<file path="config.mk">
export PLATFORM = sky130hd
export DESIGN_NAME = jpeg_end_of_image_finder_flat
export DESIGN_NICKNAME = d
export VERILOG_FILES = /design/src/jeoi_pkg.sv /design/src/jeoi_if.sv /design/src/jpeg_end_of_image_finder.sv /design/src/jeoi_front.sv /design/src/jeoi_queue.sv /design/src/jeoi_back.sv /design/src/flat_wrapper.sv
export SDC_FILE = /design/constraint.sdc
export NUM_CORES = 1
export LEC_CHECK = 0
export ABC_AREA = 1
export BUFFER_PORTS_ARGS = -buffer_cell sky130_fd_sc_hd__buf_2
export CORE_ASPECT_RATIO = 1.25
export CORE_UTILIZATION = 60
export CTS_CLUSTER_SIZE = 30
export DETAILED_ROUTE_END_ITERATION = 16
export PLACE_DENSITY = 0.8
export SLEW_MARGIN = 25
export SYNTH_ARGS = -nofsm -noshare
export SYNTH_HDL_FRONTEND = slang
export SYNTH_SLANG_ARGS = --single-unit
</file>
<file path="constraint.sdc">
create_clock -name clock -period 5.6 [get_ports clock]
set_input_delay 0.56 -clock clock [delete_from_list [all_inputs] [get_ports clock]]
set_output_delay 0.56 -clock clock [all_outputs]
set_load 0.05 [all_outputs]
</file>
<file path="src/jeoi_pkg.sv">
// Shared types and constants for the JPEG end-of-image finder.
`timescale 1ns / 1ps

package jeoi_pkg;

   localparam int unsigned LEN_BITS = 24;
   localparam logic [LEN_BITS-1:0] MAX_FRAME_RESET = 24'd204800;

   localparam logic [7:0] BYTE_FF = 8'hFF;
   localparam logic [7:0] BYTE_SOI = 8'hD8;
   localparam logic [7:0] BYTE_EOI = 8'hD9;
   localparam logic [7:0] BYTE_SOS = 8'hDA;
   localparam logic [7:0] BYTE_TEM = 8'h01;
   localparam logic [7:0] BYTE_RST_LO = 8'hD0;
   localparam logic [7:0] BYTE_RST_HI = 8'hD7;

   typedef enum logic [3:0] {
      PH_IDLE,
      PH_SOI1,
      PH_SOI2,
      PH_SEEK,
      PH_MARK,
      PH_LENH,
      PH_LENL,
      PH_SKIP,
      PH_SCAN,
      PH_SCANFF,
      PH_STUCK,
      PH_DONE
   } phase_type;

   typedef enum logic [2:0] {
      ST_BUSY       = 3'd0,
      ST_COMPLETE   = 3'd1,
      ST_BAD_START  = 3'd2,
      ST_OVERFLOW   = 3'd3,
      ST_INCOMPLETE = 3'd4,
      ST_IGNORED    = 3'd5
   } status_type;

   // Classified request as it travels from the front to the back.
   typedef struct packed {
      logic       command;
      logic       frame_start;
      logic       is_ff;
      logic       is_soi;
      logic       is_eoi;
      logic       is_sos;
      logic       no_length;
      logic [7:0] data_byte;
   } class_type;

endpackage

</file>
<file path="src/jeoi_if.sv">
// Request and response channel interfaces.
`timescale 1ns / 1ps

interface jeoi_req_if;
   logic       valid;
   logic       ready;
   logic       command;
   logic [7:0] data_byte;
   logic       frame_start;

   modport source (output valid, command, data_byte, frame_start, input ready);
   modport sink (input valid, command, data_byte, frame_start, output ready);
endinterface

interface jeoi_rsp_if;
   logic        valid;
   logic        ready;
   logic [2:0]  status;
   logic [23:0] image_length;
   logic        in_entropy_data;

   modport source (output valid, status, image_length, in_entropy_data, input ready);
   modport sink (input valid, status, image_length, in_entropy_data, output ready);
endinterface

</file>
<file path="src/jpeg_end_of_image_finder.sv">
// Top level of the JPEG end-of-image finder.
// Usage: camera bytes enter on req_bus, one request per byte (command 0) or a
// frame-end request (command 1); frame_start marks the first byte of a frame.
// Every request yields exactly one response on rsp_bus with status, the image
// length (nonzero only on complete) and the entropy-data flag.
// csr_wr_en/csr_wr_data set the buffer capacity in bytes; write it only
// while no requests are outstanding.
// Flow: a request is classified combinationally and queued when accepted, then
// runs through the parser step into the response register that drives rsp_bus.
// Throughput: one request per cycle while rsp_bus.ready is high.
// Reset: parser idle, capacity 204800, queue and response register empty.
// Stall: when rsp_bus.ready is low the response register holds, the
// two-entry queue fills, and req_bus.ready drops once it is full.
`timescale 1ns / 1ps

module jpeg_end_of_image_finder #(
   parameter int unsigned COUNT_BITS = 24
) (
   input  logic        clock,
   input  logic        reset,
   jeoi_req_if.sink    req_bus,
   jeoi_rsp_if.source  rsp_bus,
   input  logic        csr_wr_en,
   input  logic [23:0] csr_wr_data
);

   logic                push_valid, push_ready;
   logic                pop_valid, pop_ready;
   jeoi_pkg::class_type push_item, pop_item;

   jeoi_front u_front (
      .req_bus    (req_bus),
      .push_valid (push_valid),
      .push_ready (push_ready),
      .push_item  (push_item)
   );

   jeoi_queue u_queue (
      .clock      (clock),
      .reset      (reset),
      .push_valid (push_valid),
      .push_ready (push_ready),
      .push_item  (push_item),
      .pop_valid  (pop_valid),
      .pop_ready  (pop_ready),
      .pop_item   (pop_item)
   );

   jeoi_back #(
      .COUNT_BITS (COUNT_BITS)
   ) u_back (
      .clock       (clock),
      .reset       (reset),
      .csr_wr_en   (csr_wr_en),
      .csr_wr_data (csr_wr_data),
      .pop_valid   (pop_valid),
      .pop_ready   (pop_ready),
      .pop_item    (pop_item),
      .rsp_bus     (rsp_bus)
   );

endmodule

</file>
<file path="src/jeoi_front.sv">
// Front end: accepts requests and classifies the byte.
`timescale 1ns / 1ps

module jeoi_front (
   jeoi_req_if.sink            req_bus,
   output logic                push_valid,
   input  logic                push_ready,
   output jeoi_pkg::class_type push_item
);

   assign req_bus.ready = push_ready;
   assign push_valid = req_bus.valid;

   always_comb begin
      push_item.command = req_bus.command;
      push_item.frame_start = req_bus.frame_start;
      push_item.data_byte = req_bus.data_byte;
      push_item.is_ff = (req_bus.data_byte == jeoi_pkg::BYTE_FF);
      push_item.is_soi = (req_bus.data_byte == jeoi_pkg::BYTE_SOI);
      push_item.is_eoi = (req_bus.data_byte == jeoi_pkg::BYTE_EOI);
      push_item.is_sos = (req_bus.data_byte == jeoi_pkg::BYTE_SOS);
      push_item.no_length = (req_bus.data_byte == jeoi_pkg::BYTE_SOI)
                         || (req_bus.data_byte == jeoi_pkg::BYTE_TEM)
                         || ((req_bus.data_byte >= jeoi_pkg::BYTE_RST_LO)
                             && (req_bus.data_byte <= jeoi_pkg::BYTE_RST_HI));
   end

endmodule

</file>
<file path="src/jeoi_queue.sv">
// Two-entry queue between front and back.
`timescale 1ns / 1ps

module jeoi_queue (
   input  logic                clock,
   input  logic                reset,
   input  logic                push_valid,
   output logic                push_ready,
   input  jeoi_pkg::class_type push_item,
   output logic                pop_valid,
   input  logic                pop_ready,
   output jeoi_pkg::class_type pop_item
);

   localparam int unsigned DEPTH = 2;
   localparam int unsigned PTR_BITS = $clog2(DEPTH);

   jeoi_pkg::class_type slot_ff [DEPTH];
   logic [PTR_BITS-1:0] wr_ptr_ff, wr_ptr_in;
   logic [PTR_BITS-1:0] rd_ptr_ff, rd_ptr_in;
   logic [PTR_BITS:0]   count_ff, count_in;
   logic                push, pop;

   assign push_ready = (count_ff != (PTR_BITS+1)'(DEPTH));
   assign pop_valid = (count_ff != '0);
   assign pop_item = slot_ff[rd_ptr_ff];
   assign push = push_valid && push_ready;
   assign pop = pop_valid && pop_ready;

   always_comb begin
      wr_ptr_in = wr_ptr_ff;
      rd_ptr_in = rd_ptr_ff;
      count_in = count_ff;
      if (push) begin
         wr_ptr_in = (wr_ptr_ff == PTR_BITS'(DEPTH - 1)) ? '0 : wr_ptr_ff + 1'b1;
      end
      if (pop) begin
         rd_ptr_in = (rd_ptr_ff == PTR_BITS'(DEPTH - 1)) ? '0 : rd_ptr_ff + 1'b1;
      end
      if (push && !pop) begin
         count_in = count_ff + 1'b1;
      end else if (pop && !push) begin
         count_in = count_ff - 1'b1;
      end
   end

   always_ff @(posedge clock) begin
      if (reset) begin
         wr_ptr_ff <= '0;
         rd_ptr_ff <= '0;
         count_ff <= '0;
      end else begin
         wr_ptr_ff <= wr_ptr_in;
         rd_ptr_ff <= rd_ptr_in;
         count_ff <= count_in;
      end
   end

   always_ff @(posedge clock) begin
      if (push) begin
         slot_ff[wr_ptr_ff] <= push_item;
      end
   end

endmodule

</file>
<file path="src/jeoi_back.sv">
// Back end: marker walk, byte count, capacity check and response register.
`timescale 1ns / 1ps

module jeoi_back #(
   parameter int unsigned COUNT_BITS = 24
) (
   input  logic                clock,
   input  logic                reset,
   input  logic                csr_wr_en,
   input  logic [23:0]         csr_wr_data,
   input  logic                pop_valid,
   output logic                pop_ready,
   input  jeoi_pkg::class_type pop_item,
   jeoi_rsp_if.source          rsp_bus
);

   localparam int unsigned WIDE_BITS =
      (COUNT_BITS > jeoi_pkg::LEN_BITS) ? COUNT_BITS : jeoi_pkg::LEN_BITS;

   jeoi_pkg::phase_type  phase_ff, phase_in;
   logic [COUNT_BITS-1:0] seen_ff, seen_in;
   logic [15:0]          left_ff, left_in;
   logic [7:0]           len_hi_ff, len_hi_in;
   logic                 scan_ff, scan_in;
   logic [23:0]          max_bytes_ff;

   logic                 out_valid_ff, out_valid_in;
   jeoi_pkg::status_type out_status_ff, out_status_in;
   logic [23:0]          out_len_ff, out_len_in;
   logic                 out_ent_ff, out_ent_in;

   jeoi_pkg::phase_type  ph, mid_phase;
   logic [COUNT_BITS-1:0] seen, seen_inc;
   logic [15:0]          left, left_mid;
   logic [7:0]           len_hi, len_hi_mid;
   logic                 scan, scan_mid;
   logic                 fire, ignored, done, bad, over;
   logic [WIDE_BITS-1:0] seen_wide;

   assign pop_ready = !out_valid_ff || rsp_bus.ready;
   assign fire = pop_valid && pop_ready;

   // frame start restarts the parser before the request is handled
   always_comb begin
      ph = pop_item.frame_start ? jeoi_pkg::PH_SOI1 : phase_ff;
      seen = pop_item.frame_start ? '0 : seen_ff;
      left = pop_item.frame_start ? '0 : left_ff;
      len_hi = pop_item.frame_start ? '0 : len_hi_ff;
      scan = pop_item.frame_start ? 1'b0 : scan_ff;
      ignored = (ph == jeoi_pkg::PH_IDLE) || (ph == jeoi_pkg::PH_DONE);
      seen_inc = (seen == '1) ? seen : seen + 1'b1;
      seen_wide = WIDE_BITS'(seen_inc);
      over = (seen_wide >= WIDE_BITS'(max_bytes_ff)) || (seen_inc == '1);
   end

   // one data byte through the marker walk
   always_comb begin
      logic [15:0] seg_len;
      seg_len = {len_hi, pop_item.data_byte};
      mid_phase = ph;
      left_mid = left;
      len_hi_mid = len_hi;
      scan_mid = scan;
      done = 1'b0;
      bad = 1'b0;
      case (ph)
         jeoi_pkg::PH_SOI1: begin
            if (pop_item.is_ff) mid_phase = jeoi_pkg::PH_SOI2;
            else bad = 1'b1;
         end
         jeoi_pkg::PH_SOI2: begin
            if (pop_item.is_soi) mid_phase = jeoi_pkg::PH_SEEK;
            else bad = 1'b1;
         end
         jeoi_pkg::PH_SEEK: begin
            if (pop_item.is_ff) mid_phase = jeoi_pkg::PH_MARK;
         end
         jeoi_pkg::PH_MARK: begin
            if (pop_item.is_ff) begin
               mid_phase = jeoi_pkg::PH_MARK;
            end else if (pop_item.no_length) begin
               mid_phase = jeoi_pkg::PH_SEEK;
            end else begin
               scan_mid = pop_item.is_sos;
               mid_phase = jeoi_pkg::PH_LENH;
            end
         end
         jeoi_pkg::PH_LENH: begin
            len_hi_mid = pop_item.data_byte;
            mid_phase = jeoi_pkg::PH_LENL;
         end
         jeoi_pkg::PH_LENL: begin
            if (seg_len < 16'd2) begin
               mid_phase = jeoi_pkg::PH_STUCK;
            end else begin
               left_mid = seg_len - 16'd2;
               if (left_mid == '0) begin
                  mid_phase = scan ? jeoi_pkg::PH_SCAN : jeoi_pkg::PH_SEEK;
               end else begin
                  mid_phase = jeoi_pkg::PH_SKIP;
               end
            end
         end
         jeoi_pkg::PH_SKIP: begin
            if (left != '0) left_mid = left - 1'b1;
            if (left_mid == '0) begin
               mid_phase = scan ? jeoi_pkg::PH_SCAN : jeoi_pkg::PH_SEEK;
            end
         end
         jeoi_pkg::PH_SCAN: begin
            if (pop_item.is_ff) mid_phase = jeoi_pkg::PH_SCANFF;
         end
         jeoi_pkg::PH_SCANFF: begin
            if (pop_item.is_eoi) done = 1'b1;
            else mid_phase = jeoi_pkg::PH_SCAN;
         end
         default: begin
            mid_phase = ph;
         end
      endcase
   end

   // next state
   always_comb begin
      phase_in = phase_ff;
      seen_in = seen_ff;
      left_in = left_ff;
      len_hi_in = len_hi_ff;
      scan_in = scan_ff;
      if (fire && !ignored) begin
         seen_in = seen;
         left_in = left;
         len_hi_in = len_hi;
         scan_in = scan;
         if (pop_item.command) begin
            phase_in = jeoi_pkg::PH_DONE;
         end else begin
            seen_in = seen_inc;
            left_in = left_mid;
            len_hi_in = len_hi_mid;
            scan_in = scan_mid;
            phase_in = (done || bad || over) ? jeoi_pkg::PH_DONE : mid_phase;
         end
      end
   end

   // response fields
   always_comb begin
      out_valid_in = out_valid_ff;
      out_status_in = out_status_ff;
      out_len_in = out_len_ff;
      out_ent_in = out_ent_ff;
      if (rsp_bus.ready) out_valid_in = 1'b0;
      if (fire) begin
         out_valid_in = 1'b1;
         out_len_in = '0;
         out_ent_in = 1'b0;
         if (ignored) begin
            out_status_in = jeoi_pkg::ST_IGNORED;
         end else if (pop_item.command) begin
            out_status_in = jeoi_pkg::ST_INCOMPLETE;
            out_ent_in = (ph == jeoi_pkg::PH_SCAN) || (ph == jeoi_pkg::PH_SCANFF);
         end else begin
            out_ent_in = (mid_phase == jeoi_pkg::PH_SCAN)
                      || (mid_phase == jeoi_pkg::PH_SCANFF);
            if (done) begin
               out_status_in = jeoi_pkg::ST_COMPLETE;
               out_len_in = seen_wide[23:0];
               out_ent_in = 1'b1;
            end else if (bad) begin
               out_status_in = jeoi_pkg::ST_BAD_START;
            end else if (over) begin
               out_status_in = jeoi_pkg::ST_OVERFLOW;
            end else begin
               out_status_in = jeoi_pkg::ST_BUSY;
            end
         end
      end
   end

   always_ff @(posedge clock) begin
      if (reset) begin
         phase_ff <= jeoi_pkg::PH_IDLE;
         seen_ff <= '0;
         left_ff <= '0;
         len_hi_ff <= '0;
         scan_ff <= 1'b0;
         max_bytes_ff <= jeoi_pkg::MAX_FRAME_RESET;
         out_valid_ff <= 1'b0;
      end else begin
         phase_ff <= phase_in;
         seen_ff <= seen_in;
         left_ff <= left_in;
         len_hi_ff <= len_hi_in;
         scan_ff <= scan_in;
         if (csr_wr_en) max_bytes_ff <= csr_wr_data;
         out_valid_ff <= out_valid_in;
      end
   end

   always_ff @(posedge clock) begin
      out_status_ff <= out_status_in;
      out_len_ff <= out_len_in;
      out_ent_ff <= out_ent_in;
   end

   assign rsp_bus.valid = out_valid_ff;
   assign rsp_bus.status = out_status_ff;
   assign rsp_bus.image_length = out_len_ff;
   assign rsp_bus.in_entropy_data = out_ent_ff;

endmodule
</file>
<file path="src/flat_wrapper.sv">
// flat-port wrapper written by rule: the top's interface ports become plain ports
module jpeg_end_of_image_finder_flat 
#(
   parameter int unsigned COUNT_BITS = 24
)
  (clock, reset, csr_wr_en, csr_wr_data, req_bus_valid, req_bus_command, req_bus_data_byte, req_bus_frame_start, req_bus_ready, rsp_bus_valid, rsp_bus_status, rsp_bus_image_length, rsp_bus_in_entropy_data, rsp_bus_ready);
  jeoi_req_if req_bus_i ();
  jeoi_rsp_if rsp_bus_i ();
  input  logic clock;
  input  logic reset;
  input  logic csr_wr_en;
  input  logic [23:0] csr_wr_data;
  input wire logic [$bits(req_bus_i.valid)-1:0] req_bus_valid;
  input wire logic [$bits(req_bus_i.command)-1:0] req_bus_command;
  input wire logic [$bits(req_bus_i.data_byte)-1:0] req_bus_data_byte;
  input wire logic [$bits(req_bus_i.frame_start)-1:0] req_bus_frame_start;
  output wire logic [$bits(req_bus_i.ready)-1:0] req_bus_ready;
  output wire logic [$bits(rsp_bus_i.valid)-1:0] rsp_bus_valid;
  output wire logic [$bits(rsp_bus_i.status)-1:0] rsp_bus_status;
  output wire logic [$bits(rsp_bus_i.image_length)-1:0] rsp_bus_image_length;
  output wire logic [$bits(rsp_bus_i.in_entropy_data)-1:0] rsp_bus_in_entropy_data;
  input wire logic [$bits(rsp_bus_i.ready)-1:0] rsp_bus_ready;
  assign req_bus_i.valid = req_bus_valid;
  assign req_bus_i.command = req_bus_command;
  assign req_bus_i.data_byte = req_bus_data_byte;
  assign req_bus_i.frame_start = req_bus_frame_start;
  assign req_bus_ready = req_bus_i.ready;
  assign rsp_bus_valid = rsp_bus_i.valid;
  assign rsp_bus_status = rsp_bus_i.status;
  assign rsp_bus_image_length = rsp_bus_i.image_length;
  assign rsp_bus_in_entropy_data = rsp_bus_i.in_entropy_data;
  assign rsp_bus_i.ready = rsp_bus_ready;
  jpeg_end_of_image_finder #(.COUNT_BITS(COUNT_BITS)) u_core (.clock(clock), .reset(reset), .req_bus(req_bus_i), .rsp_bus(rsp_bus_i), .csr_wr_en(csr_wr_en), .csr_wr_data(csr_wr_data));
endmodule
</file>
Word level (Yosys, flattened, before mapping)
Memories as Yosys holds them, arrays and structs flattened. A register that Yosys moved wholly into a read port is not among the register bits.
Cells that the tools add are included.
W data, S select, Z words.

operators by class
  add/subtract/negate cells = 7
  magnitude comparators = 4
  equality and inequality tests = 20
  muxes and demuxes = 53
  bitwise gates (word level) = 1
  reductions and logical operators = 29

operators by type and width
  kind                     number
  $mux W16                 5
  $mux W24                 3
  $eq A24 B24 Y1 const B   2
  $mux W4                  12
  $pmux W4 S9              1
  $eq A8 B8 Y1 const B     4
  $logic_not A16 Y1        2
  $pmux W16 S2             1
  $add A24 B1 Y24 const B  1
  $ge A24 B24 Y1           1
  $mux W8                  3
  $mux W1                  21
  $eq A4 B4 Y1 const B     5
  $eq A4 B3 Y1 const B     4
  $lt A16 B2 Y1 const B    1
  $reduce_bool A16 Y1      1
  $sub A16 B1 Y16 const B  1
  $sub A16 B2 Y16 const B  1
  $logic_or A1 B1 Y1       9
  $eq A4 B2 Y1 const B     2
  $eq A8 B1 Y1 const B     1
  $ge A8 B8 Y1 const B     1
  $le A8 B8 Y1 const B     1
  $mux W2                  4
  14 further kinds         27

word-level totals
  bits in registers = 110
  memory bits (writable) = 30
  input bits = 39
  output and inout bits = 30
  logic and storage cells = 130
  memories kept = 1

memory list
  name                    depth  width  read ports  clocked after memory_dff  wr ports  RTL line          RTL
  u_core.u_queue.slot_ff  2      15     1           1                         1         jeoi_queue.sv:18  jeoi_pkg::class_type slot_ff [DEPTH];

Longest topological paths before layout
Gate-level depths: netlist of the first run.

  word-level depth = 11
  gate-level depth with buffers = 30
  depth with buffers taken out = 27

By module
From an unflattened synthesis of the first run, not the netlist that was laid out.

unflattened totals
  cell total of the unflattened synthesis = 1355
  area, all modules = 9574.2 µm²

modules (own cells, without submodules)
  module      instances  cells an instance  area an instance (µm²)  sequential area each (µm²)
  jeoi_back   1          1226               7942.6                  2402.3
  jeoi_queue  1          84                 1380.1                  1001.0
  jeoi_front  1          45                 251.5                   0.0

Worst setup path before layout of the first run
No wires, ideal clock.

  kind = register to register
  start = reg (tool-made name)
  end = reg u_core.u_back.out_status_ff[1], in the netlist u_core.u_back.rsp_bus.status[1] (data pin)
  library setup time = 0.256 ns
  data arrival time = 3.765 ns
  required time = 5.344 ns
  path slack = 1.579 ns
  stages on the path, launching flop included = 27
  path buffers = 4
  clock period less this slack = 4.021 ns
  cells stage by stage = dfxtp_1 > inv_2 > nand2_1 > nand2_2 > buf_6 > buf_6 > nand2_1 > inv_1 > ha_1 > nand2_1 > inv_1 > nand3_1 > inv_1 > nand2_1 > nor2_4 > nand2_2 > buf_2 > buf_1 > nand2_1 > ha_1 > a21o_1 > a221oi_1 > o2111ai_1 > a31oi_1 > nand2_1 > o211ai_1 > inv_1

RTL lines
  element               RTL line          RTL
  to (signal assigned)  jeoi_back.sv:202  out_status_ff <= out_status_in;
  to (decl)             jeoi_back.sv:28   jeoi_pkg::status_type out_status_ff, out_status_in;

==> results_dict.tcl, run 1 <==
set metrics [dict create \
    async_flop_share_pct 0 \
    hold_class "input port to flop" \
    place_congestion 1.048 \
    vias_per_cell 5.933 \
    synth_area_leader_cell "edfxtp_1" \
    r2r_slack_ns 0.71 \
    endpoint_kind "flop" \
    hold_viol_final 0 \
    post_cts_buffers 0 \
    relSlewSlack_pct 32.28 \
    syn_avg_cell_area_um2 6.759 \
    syn_inst 1359 \
    p_leak_nw 4.737 \
    die_w_um 112.7 \
    final_core_util_pct 68.10 \
    wl_um 27320 \
    grt_max_degree 61 \
    ys_warn_count 0 \
    p_int_w 0.002682 \
    initial_core_util_pct 61.43 \
    arrival_ns 5.09 \
    grt_pass1_wl_um 43730 \
    antenna_found_initial 0 \
    hold_buffers 0 \
    fillers 1316 \
    drtIter0Drc 901 \
    clock-root-buffer "clkbuf_16" \
    hp-start "req_bus_command" \
    power.density_mw_per_mm2 526.3 \
    crit_path_start_kind "flop" \
    seqPwrFrac_pct 28.7 \
    io_pins 69 \
    ys_seq_elements 141 \
    ir_worst_vdd_uv 256.6 \
    fmax_mhz 204.3 \
    grt_pass1_vias 8785 \
    status "completed" \
    fin_crit_sh_pct 87.39 \
    rsz0062_at_grt "no" \
    rows 50 \
    tns_ns 0 \
    fin_skew_ns 0.007160 \
    fp.dieH_um 140.3 \
    cp_max_fo 31 \
    r2r_cells 23 \
    drt-pass1-iter-count 6 \
    worstSetupPathType "flop to flop" \
    cp.required_ns 5.79 \
    cts.repair.resized 0 \
    clock_latency_ns 0.44 \
    setup_viol 0 \
    holdPathStages 1 \
    path_clk_slew_ns 0.07 \
    grt-ovfl-total 0 \
    report.final.slew_viol_count 0 \
    p_comb_share_pct 50.6 \
    switchingPower_w 0.002676 \
    fin_nets 1476 \
    grt_usage_pct 35.84 \
    area_growth_pct 10.86 \
    dpl.hpwl_um 19410 \
    swShare_pct 49.95 \
    cts_max_level 4 \
    cts_sinks 141 \
    ys_seq_area_share_pct 37.05 \
    dieArea_mm2 0.01581 \
    drc 0 \
    ant_nets 0 \
    timing.max_cap.violations 0 \
    netlist.area_leader.share_pct 18.96 \
    vias 9511 \
    synth_ff_type "dfxtp_1" \
    worst_slew_pin_slew_ns 1.014 \
    diodes 0 \
    yosys-top-cells-area "edfxtp_1 (19%), dfxtp_1 (18%), nand2_1 (15%), a21oi_1 (7.6%), inv_1 (6.2%)" \
    core_area_mm2 0.01495 \
    wl_per_cell_um 17.04 \
    synth-edff-count 58 \
    layout-drive-gt1-share_pct 11.40 \
    port_buffers 68 \
    clockPowerShare_pct 20.7 \
    syn_area_mm2 0.009185 \
    holdPathEnd "u_core.u_queue.slot_ff[1][14]" \
    cts_tree "done" \
    clockBufferDepth 2 \
    post-route-min-period_ns 4.894 \
    cts_made_buffers 17 \
    r2r-end "u_core.u_back.rsp_bus.status[1]" \
    syn-num-nets 1427 \
    yosysUniqueCellTypes 44 \
]
==> logic make-up (layout without fill, tap and decap cells) <==
logic type,after synthesis,count (layout),share of synthesized area (%)
adders and majority gates,29,29,3.950
and+or+nand+nor,667,667,31.04
muxes,2,2,0.2180
DFF,141,141,37.05
xor gates and xnor gates,6,6,0.5721
AOI/OAI and AO/OA,303,303,17.85
buffers and inverters,211,273,9.318
==> cells in the mapped netlist, drive strengths merged, types with 2 or more instances <==
master	instances
nor3	13
a31oi	2
ha	29
buf	19
mux2i	2
nand3	101
dfxtp	83
o31ai	2
a211oi	3
nand2	365
o22ai	9
clkbuf	33
a221oi	15
xor2	5
o21ai	124
nand4	24
nor4	2
a32o	2
o211ai	3
or2	3
nor2	156
edfxtp	58
and2	2
a21oi	139
inv	159
==> layout make-up <==
type / count / area (µm²) / share of cell area [%]
clock buffer: 17 / 425.4 / 4.178
clock inverter: 15 / 153.9 / 1.511
inverter: 159 / 596.8 / 5.861
multi-input combinational: 1007 / 4930 / 48.41
sequential: 141 / 3403 / 33.42
tap: 182 / 227.7 / 2.236
timing repair buffer: 82 / 445.4 / 4.375
==> sequential cells by signal, indices dropped and copies added (netlist names), 2 cells and up, named ones only <==
| name | count |
|---|---|
| u_core.u_back.rsp_bus.image_length | 24 |
| u_core.u_back.phase_ff | 4 |
| u_core.u_queue.slot_ff | 30 |
| u_core.u_back.seen_ff | 24 |
| u_core.u_back.rsp_bus.status | 3 |
| u_core.u_back.len_hi_ff | 8 |
| u_core.u_queue.count_ff | 2 |
| u_core.u_back.max_bytes_ff | 24 |
| u_core.u_back.left_ff | 16 |
==> layout by cell type, fill, tap and decap left out, types with 4 or more instances in the layout <==
cell       netlist  layout
o21ai_1         14      14
nor3_1          13      13
nor2_1         136     136
o21ai_0        107     107
nand4_1         23      23
nor2_4           4       4
clkbuf_16        0      17
a21oi_1        139     138
nand3_1         97      97
nand3_2          4       4
inv_1          152     151
edfxtp_1        58      58
a221oi_1        15      15
nand2_2          8       8
buf_2            9      68
inv_2            7       8
ha_1            29      29
o22ai_1          9       9
nand2_1        356     356
nor2_2          16      16
buf_4            4      14
dfxtp_1         83      83
inv_8            0       5
xor2_1           5       5
==> worst max path at each step <==
stage | from | end | slack (ns) | depth (start not counted)
floorplan | flop | u_core.u_back.rsp_bus.status[1] | 1.58 | 26
global placement | flop | u_core.u_back.rsp_bus.status[1] | 0.95 | 23
detailed placement | flop | u_core.u_back.rsp_bus.status[1] | 0.79 | 23
CTS | flop | u_core.u_back.rsp_bus.status[1] | 0.75 | 23
global route | flop | u_core.u_back.rsp_bus.status[1] | 0.24 | 23
finish | flop | u_core.u_back.rsp_bus.status[1] | 0.71 | 23
==> routing by layer <==
metal | track usage, % | routed length, µm
met1 | 39.37 | 10110
met2 | 62.05 | 13340
met3 | 6.923 | 1979
met4 | 25.05 | 1889
met5 | 0 | 0
==> power groups by stage <==
stage	registers, W	logic [W]	clock network, W
after floorplan	0.00182	0.00172	0
after global placement	0.00155	0.00262	0
after detailed placement	0.00155	0.00265	0
after CTS	0.00153	0.00266	0.00112
after global routing	0.00156	0.00298	0.00117
final	0.00154	0.00271	0.00111
==> per-stage QoR <==
stage	setup WS (ns)	hold WS, ns	area [µm²]	instances	power [W]
after floorplan	1.579	0.4256	9185	1359	0.003535
after global placement	0.9491	0.4385	9603	1571	0.004166
after detailed placement	0.7944	0.4530	9603	1571	0.004194
after CTS	0.7497	0.3006	10180	1603	0.005310
after global routing	0.2361	0.2983	10180	1603	0.005707
final	0.7064	0.3117	10180	1603	0.005359
==> worst max-delay path: stages, from the launching register on <==
cell and delay (ns):
dfxtp_1 0.39, inv_2 0.14, nand2_2 0.28, nand2_2 0.10
nor2_2 0.18, ha_1 0.31, nand2_1 0.08, inv_1 0.05
nand3_1 0.12, inv_1 0.16, nand2_1 0.15, nor2_4 0.18
nand2_2 0.37, buf_4 0.36, nand2_1 0.10, ha_1 0.27
a21oi_1 0.15, o21ai_0 0.10, a21oi_1 0.18, o2111ai_1 0.12
a31oi_1 0.46, nand2_1 0.15, o211ai_1 0.18, inv_1 0.05
Note: power is estimated with default switching activity, not from simulation.
==> run 2, diff against run 1 <==
ABC_AREA = unset   (was 1)
RECOVER_POWER = 100   (was unset)
==> results_dict.tcl, run 2 <==
set metrics [dict create \
    port_buffers 68 \
    wl_um 24830 \
    finalNonFillerCells 1260 \
    worstSetupPathType "flop to flop" \
    final_cell_area_mm2 0.009728 \
    ys_seq_area_share_pct 38.48 \
    drc 0 \
    path_clk_slew_ns 0.06 \
    arrival_ns 5.49 \
    place_congestion 1.033 \
    syn-num-nets 1110 \
    tns_ns 0 \
    hp-start "csr_wr_data[17]" \
    hold_buffers 0 \
    violations "capacitance limit, slew limit" \
    yosys-top-cells-area "edfxtp_1 (20%), dfxtp_1 (19%), nor2_1 (5.6%), mux2i_1 (4.5%), ha_1 (4.1%)" \
    wl_per_cell_um 19.70 \
    syn_avg_cell_area_um2 8.488 \
    clockPowerShare_pct 28.5 \
    cts_max_level 4 \
    fin_nets 1137 \
    regMostFlops "u_core.u_queue.slot_ff" \
    grt_max_degree 80 \
    cts.repair.resized 0 \
    drt-pass1-iter-count 6 \
    post_cts_buffers 0 \
    yosysUniqueCellTypes 75 \
    slowest_delay_ns 0.87 \
    cts_sinks 141 \
    ir_worst_vdd_uv 357.4 \
    layout-drive-gt1-share_pct 8.965 \
    p_leak_nw 3.592 \
    ys_warn_count 0 \
    status "complete, but fails checks" \
    vias 8389 \
    rsz0062_at_grt "no" \
    ys_seq_elements 141 \
    relSlewSlack_pct -65.21 \
    hold_class "input port to flop" \
    antenna_found_initial 0 \
    r2r_slack_ns 0.39 \
    grt_pass1_wl_um 39160 \
    cp_max_fo 79 \
    synth-edff-count 58 \
    grt-ovfl-total 0 \
    endpoint_kind "flop" \
    r2r_cells 13 \
    crit_path_start_kind "flop" \
    worst_slew_pin_slew_ns 2.452 \
    syn_inst 1042 \
    grt_usage_pct 32.68 \
    largest_reg_flops 30 \
    fp.dieH_um 137.7 \
    p_comb_share_pct 36.5 \
    worst_path_max_delay_cell "clkbuf_2" \
    ant_nets 0 \
    hold_viol_final 0 \
    report.final.slew_viol_count 211 \
    r2r-end "u_core.u_back.rsp_bus.in_entropy_data" \
    holdPathStages 3 \
    area_growth_pct 9.987 \
    crit_path_frequent_cell "nand4_1" \
    dieArea_mm2 0.01523 \
    syn_area_mm2 0.008845 \
    fin_skew_ns 0.009875 \
    fmax_mhz 191.8 \
    cp.required_ns 5.88 \
    critPathTopFamily "simple AND/OR/NAND/NOR gates" \
    holdPathEnd "u_core.u_back.max_bytes_ff[17]" \
    synth_area_leader_cell "edfxtp_1" \
    post-route-min-period_ns 5.212 \
    initial_core_util_pct 61.39 \
    final_cell_mix "nor2_1 (132), nand2_1 (89), dfxtp_1 (83), edfxtp_1 (58), o21ai_0 (53)" \
    layout_commonest_cell "nor2_1" \
    switchingPower_w 0.001650 \
    cp_cell_sequence "mux2i_4 > clkbuf_2 > nand2_1 > ha_1 > nor3b_1 > nand4_1 > a31oi_1 > o22ai_1 > nor4b_1 > a21oi_1 > nor3_1 > nand4_1 > o21ai_1" \
    timing.max_cap.violations 5 \
    synth_ff_type "dfxtp_1" \
    async_flop_share_pct 0 \
    die_w_um 110.6 \
    netlist.area_leader.share_pct 19.69 \
    clock-root-buffer "clkbuf_16" \
    clock_latency_ns 0.44 \
    seqPwrFrac_pct 35.1 \
    setup_viol 0 \
    diodes 0 \
    dp_cells 1228 \
    swShare_pct 42.47 \
    fin_crit_sh_pct 93.08 \
    vias_per_cell 6.658 \
    drtIter0Drc 710 \
    yosysMostFrequentCell "nor2_1" \
    path_buf_inv 1 \
    cts_tree "done" \
    synthTopCellsByCount "nor2_1 (133), nand2_1 (89), dfxtp_1 (83)" \
    dpl.hpwl_um 17170 \
    dpl_cell_area_mm2 0.009229 \
    cts_made_buffers 17 \
    power.density_mw_per_mm2 399.4 \
    rows 49 \
    clockBufferDepth 2 \
    io_pins 69 \
    grt_pass1_vias 7694 \
    core_area_mm2 0.01441 \
    p_int_w 0.002236 \
]
-- run 2: worst max path at each step --
stage | from | end | slack [ns] | cells after the start
2_1_floorplan | flop | u_core.u_back.phase_ff[1] | 0.11 | 26
3_3_place_gp | flop | u_core.u_back.phase_ff[1] | 0.68 | 20
3_5_place_dp | flop | u_core.u_back.phase_ff[1] | 0.57 | 20
4_1_cts | flop | u_core.u_back.phase_ff[1] | 0.55 | 20
5_1_grt | flop | u_core.u_back.phase_ff[1] | 0.09 | 20
6_report | flop | u_core.u_back.rsp_bus.in_entropy_data | 0.39 | 13
-- run 2: worst reg2reg max path, delay by kind of cell, from the launching register on --
| kind | cells | cell delay (ns) |
|---|---|---|
| buffers and inverters | 1 | 0.87 |
| DFF | 1 | 0.34 |
| adders and majority gates | 1 | 0.32 |
| muxes | 1 | 0.22 |
| and+or+nand+nor | 6 | 2.36 |
| AOI/OAI and AO/OA | 4 | 0.97 |
-- run 2: cell families (layout without fill, tap and decap cells) --
group                      count (synthesis)  in the layout  synth area share [%]
and+or+nand+nor                          433            433                 24.28
AOI/OAI and AO/OA                        244            244                 19.07
DFF                                      141            141                 38.48
buffers and inverters                    114            154                 5.079
muxes                                     53             53                 6.224
adders and majority gates                 29             29                 4.102
xor gates and xnor gates                  28             28                 2.773
-- run 2: per-layer routing --
layer,vias up,global-route usage [%],routed length [µm]
met5,-,0,0
met4,0,17.85,1108
met3,95,5.455,1735
met2,483,59.52,12610
met1,3902,36.59,9370
li1,3909,-,-
-- run 2: stage by stage --
| step | utilization, % | hold slack (ns) | total power, W | setup WS, ns |
|---|---|---|---|---|
| final | 67.52 | 0.3510 | 0.003886 | 0.3875 |
| after global routing | 67.52 | 0.3571 | 0.004041 | 0.08643 |
| after CTS | 68.08 | 0.3307 | 0.003901 | 0.5537 |
| after detailed placement | 64.06 | 0.4846 | 0.002795 | 0.5737 |
| after global placement | 64.06 | 0.4755 | 0.002779 | 0.6841 |
| after floorplan | - | 0.4604 | 0.002425 | 0.1132 |
-- run 2: layout make-up --
type                            instances  area, µm²
Multi-Input combinational cell        787       5001
Fill cell                            1202       4679
Sequential cell                       141       3403
Clock buffer                           19      454.2
Timing Repair Buffer                   81      367.9
Tap cell                              178      222.7
Inverter                               41      153.9
Clock inverter                         13      125.1
-- run 2: power groups by stage --
| stage | registers, W | clock network, W | logic (W) |
|---|---|---|---|
| after floorplan | 0.00160 | 0 | 0.000820 |
| after global placement | 0.00137 | 0 | 0.00141 |
| after detailed placement | 0.00137 | 0 | 0.00142 |
| after CTS | 0.00135 | 0.00112 | 0.00143 |
| after global routing | 0.00138 | 0.00116 | 0.00151 |
| final | 0.00136 | 0.00111 | 0.00142 |
==> run 3, diff against run 2 <==
REMOVE_ABC_BUFFERS = 1   (was unset)
SKIP_LAST_GASP = 1   (was unset)
SYNTH_HIERARCHICAL = 1   (was unset)
==> results_dict.tcl, run 3 <==
set metrics [dict create \
    power.density_mw_per_mm2 392.2 \
    synth-edff-count 58 \
    drtIter0Drc 653 \
    grt_pass1_wl_um 36400 \
    dpl.hpwl_um 16210 \
    worst_path_max_delay_cell "or4_4" \
    drc 0 \
    path_buf_inv 0 \
    final_core_util_pct 66.61 \
    report.final.slew_viol_count 70 \
    yosysMostFrequentCell "nor2_1" \
    cts_sinks 141 \
    io_pins 69 \
    post-route-min-period_ns 5.081 \
    fillers 1216 \
    vias_per_cell 6.449 \
    yosys-top-cells-area "edfxtp_1 (20%), dfxtp_1 (19%), nor2_1 (6.6%), ha_1 (4.1%), a22oi_1 (3.5%)" \
    core_area_mm2 0.01435 \
    slowest_delay_ns 0.63 \
    clockBufferDepth 2 \
    regMostFlops "u_core/u_queue/slot_ff" \
    p_leak_nw 3.556 \
    worst_slew_pin_slew_ns 2.376 \
    port_buffers 68 \
    path_clk_slew_ns 0.06 \
    wl_um 22860 \
    post_cts_buffers 0 \
    setup_ws_ns 0.5189 \
    syn_inst 1012 \
    area_growth_pct 8.434 \
    timing.max_cap.violations 2 \
    ant_nets 0 \
    fin_nets 1100 \
    dpl_cell_area_mm2 0.009085 \
    grt_pass1_vias 7335 \
    cts.repair.resized 0 \
    critPathTopFamily "simple AND/OR/NAND/NOR gates" \
    worstSetupPathType "flop to flop" \
    initial_core_util_pct 61.43 \
    grt_usage_pct 31.42 \
    whs_ns 0.3425 \
    yosysUniqueCellTypes 82 \
    synth_ff_type "dfxtp_1" \
    rsz0062_at_grt "no" \
    rows 49 \
    synth_area_leader_cell "edfxtp_1" \
    synthTopCellsByCount "nor2_1 (154), dfxtp_1 (83), nand2_1 (59)" \
    cts_tree "done" \
    fmax_mhz 196.8 \
    layout-drive-gt1-share_pct 9.665 \
    clock-root-buffer "clkbuf_16" \
    cp_max_fo 9 \
    hold_buffers 0 \
    layout_commonest_cell "nor2_1" \
    fin_crit_sh_pct 90.73 \
    clock_latency_ns 0.42 \
    dp_slack_ns 0.7089 \
    grt-ovfl-total 0 \
    async_flop_share_pct 0 \
    tns_ns 0 \
    ys_warn_count 6 \
    dieArea_mm2 0.01518 \
    largest_reg_flops 30 \
    ys_seq_elements 141 \
    syn_area_mm2 0.008812 \
    drt-pass1-iter-count 7 \
    violations "capacitance limit, slew limit" \
    die_w_um 110.4 \
    place_congestion 0.9714 \
    cts_max_level 4 \
    relSlewSlack_pct -58.40 \
    ys_seq_area_share_pct 38.62 \
    grt_max_degree 67 \
    antenna_found_initial 0 \
    final_cell_area_mm2 0.009555 \
    hold_viol_final 0 \
    hold_class "input port to flop" \
    fp.dieH_um 137.5 \
    cp_cell_sequence "mux2_1 > nor2b_1 > ha_1 > nand4b_4 > or4_4 > nor3_4 > mux2_1 > ha_1 > a21o_1 > a21o_1 > a211oi_1 > o31ai_1 > a2bb2oi_1 > o211ai_1 > nor4_4 > a311oi_1" \
    arrival_ns 5.31 \
    crit_path_start_kind "flop" \
    vias 7887 \
    netlist.area_leader.share_pct 19.76 \
    wl_per_cell_um 18.69 \
    endpoint_kind "flop" \
    final_cell_mix "nor2_1 (154), dfxtp_1 (83), nand2_1 (59), edfxtp_1 (58), a21oi_1 (53)" \
    cp.required_ns 5.83 \
    diodes 0 \
    setup_viol 0 \
    cts_made_buffers 17 \
    status "complete, but fails checks" \
    fin_skew_ns 0.009531 \
    syn_avg_cell_area_um2 8.708 \
    ir_worst_vdd_uv 220.7 \
]
==> run 3: stage by stage <==
step / instances / total power, W
3_3_place_gp: 1191 / 0.002710
5_1_grt: 1223 / 0.003925
2_1_floorplan: 936 / 0.002326
6_report: 1223 / 0.003748
3_5_place_dp: 1191 / 0.002730
4_1_cts: 1223 / 0.003785
==> run 3: worst reg2reg max path: cells and delay by family (launching register included) <==
kind | cells | cell delay (ns)
compound gates | 7 | 1.25
mux | 2 | 0.89
simple gates | 5 | 1.82
flops | 1 | 0.33
fa+ha+maj | 2 | 0.62
==> run 3: worst paths after layout <==
kind	startpoint	slack (ns)	endpoint	cells after the start
max	flop	0.52	u_core/u_back/phase_ff[0]	16
min	req_bus_command	0.34	u_core/u_queue/slot_ff[0][14]	1
max reg2reg	flop	0.52	u_core/u_back/phase_ff[0]	16
min reg2reg	u_core/u_back/max_bytes_ff[7]	0.49	u_core/u_back/max_bytes_ff[7]	2
==> run 3: layer usage <==
layer / vias up / track usage, % / share of wire [%]
met5: - / 0 / 0
met4: 0 / 15.64 / 3.3
met3: 65 / 5.061 / 5.2
met2: 316 / 55.04 / 51
met1: 3754 / 36.72 / 40
li1: 3752 / - / -
==> run 3: logic make-up (layout without fill, tap and decap cells) <==
family                     count (synthesis)  after routing  share of synthesized area (%)
DFF                                      141            141                          38.62
muxes                                     42             42                          5.069
AOI/OAI and AO/OA                        244            244                          19.23
xor gates and xnor gates                  30             30                          2.982
and+or+nand+nor                          408            408                          24.02
buffers and inverters                    117            150                          5.850
adders and majority gates                 30             30                          4.231
==> run 3: cell type report <==
class / count / area [µm²] / share of cell area (%)
multi-input combinational: 754 / 4881 / 51.08
sequential: 141 / 3403 / 35.62
clock buffer: 19 / 432.9 / 4.531
timing repair buffer: 77 / 346.6 / 3.627
tap: 178 / 222.7 / 2.331
inverter: 41 / 153.9 / 1.611
clock inverter: 13 / 115.1 / 1.205
==> run 3: report_power, final <==
part | internal, W | switching, W
Clock | 0.000611 | 0.000440
Sequential | 0.00126 | 0.000107
Combinational | 0.000351 | 0.000983
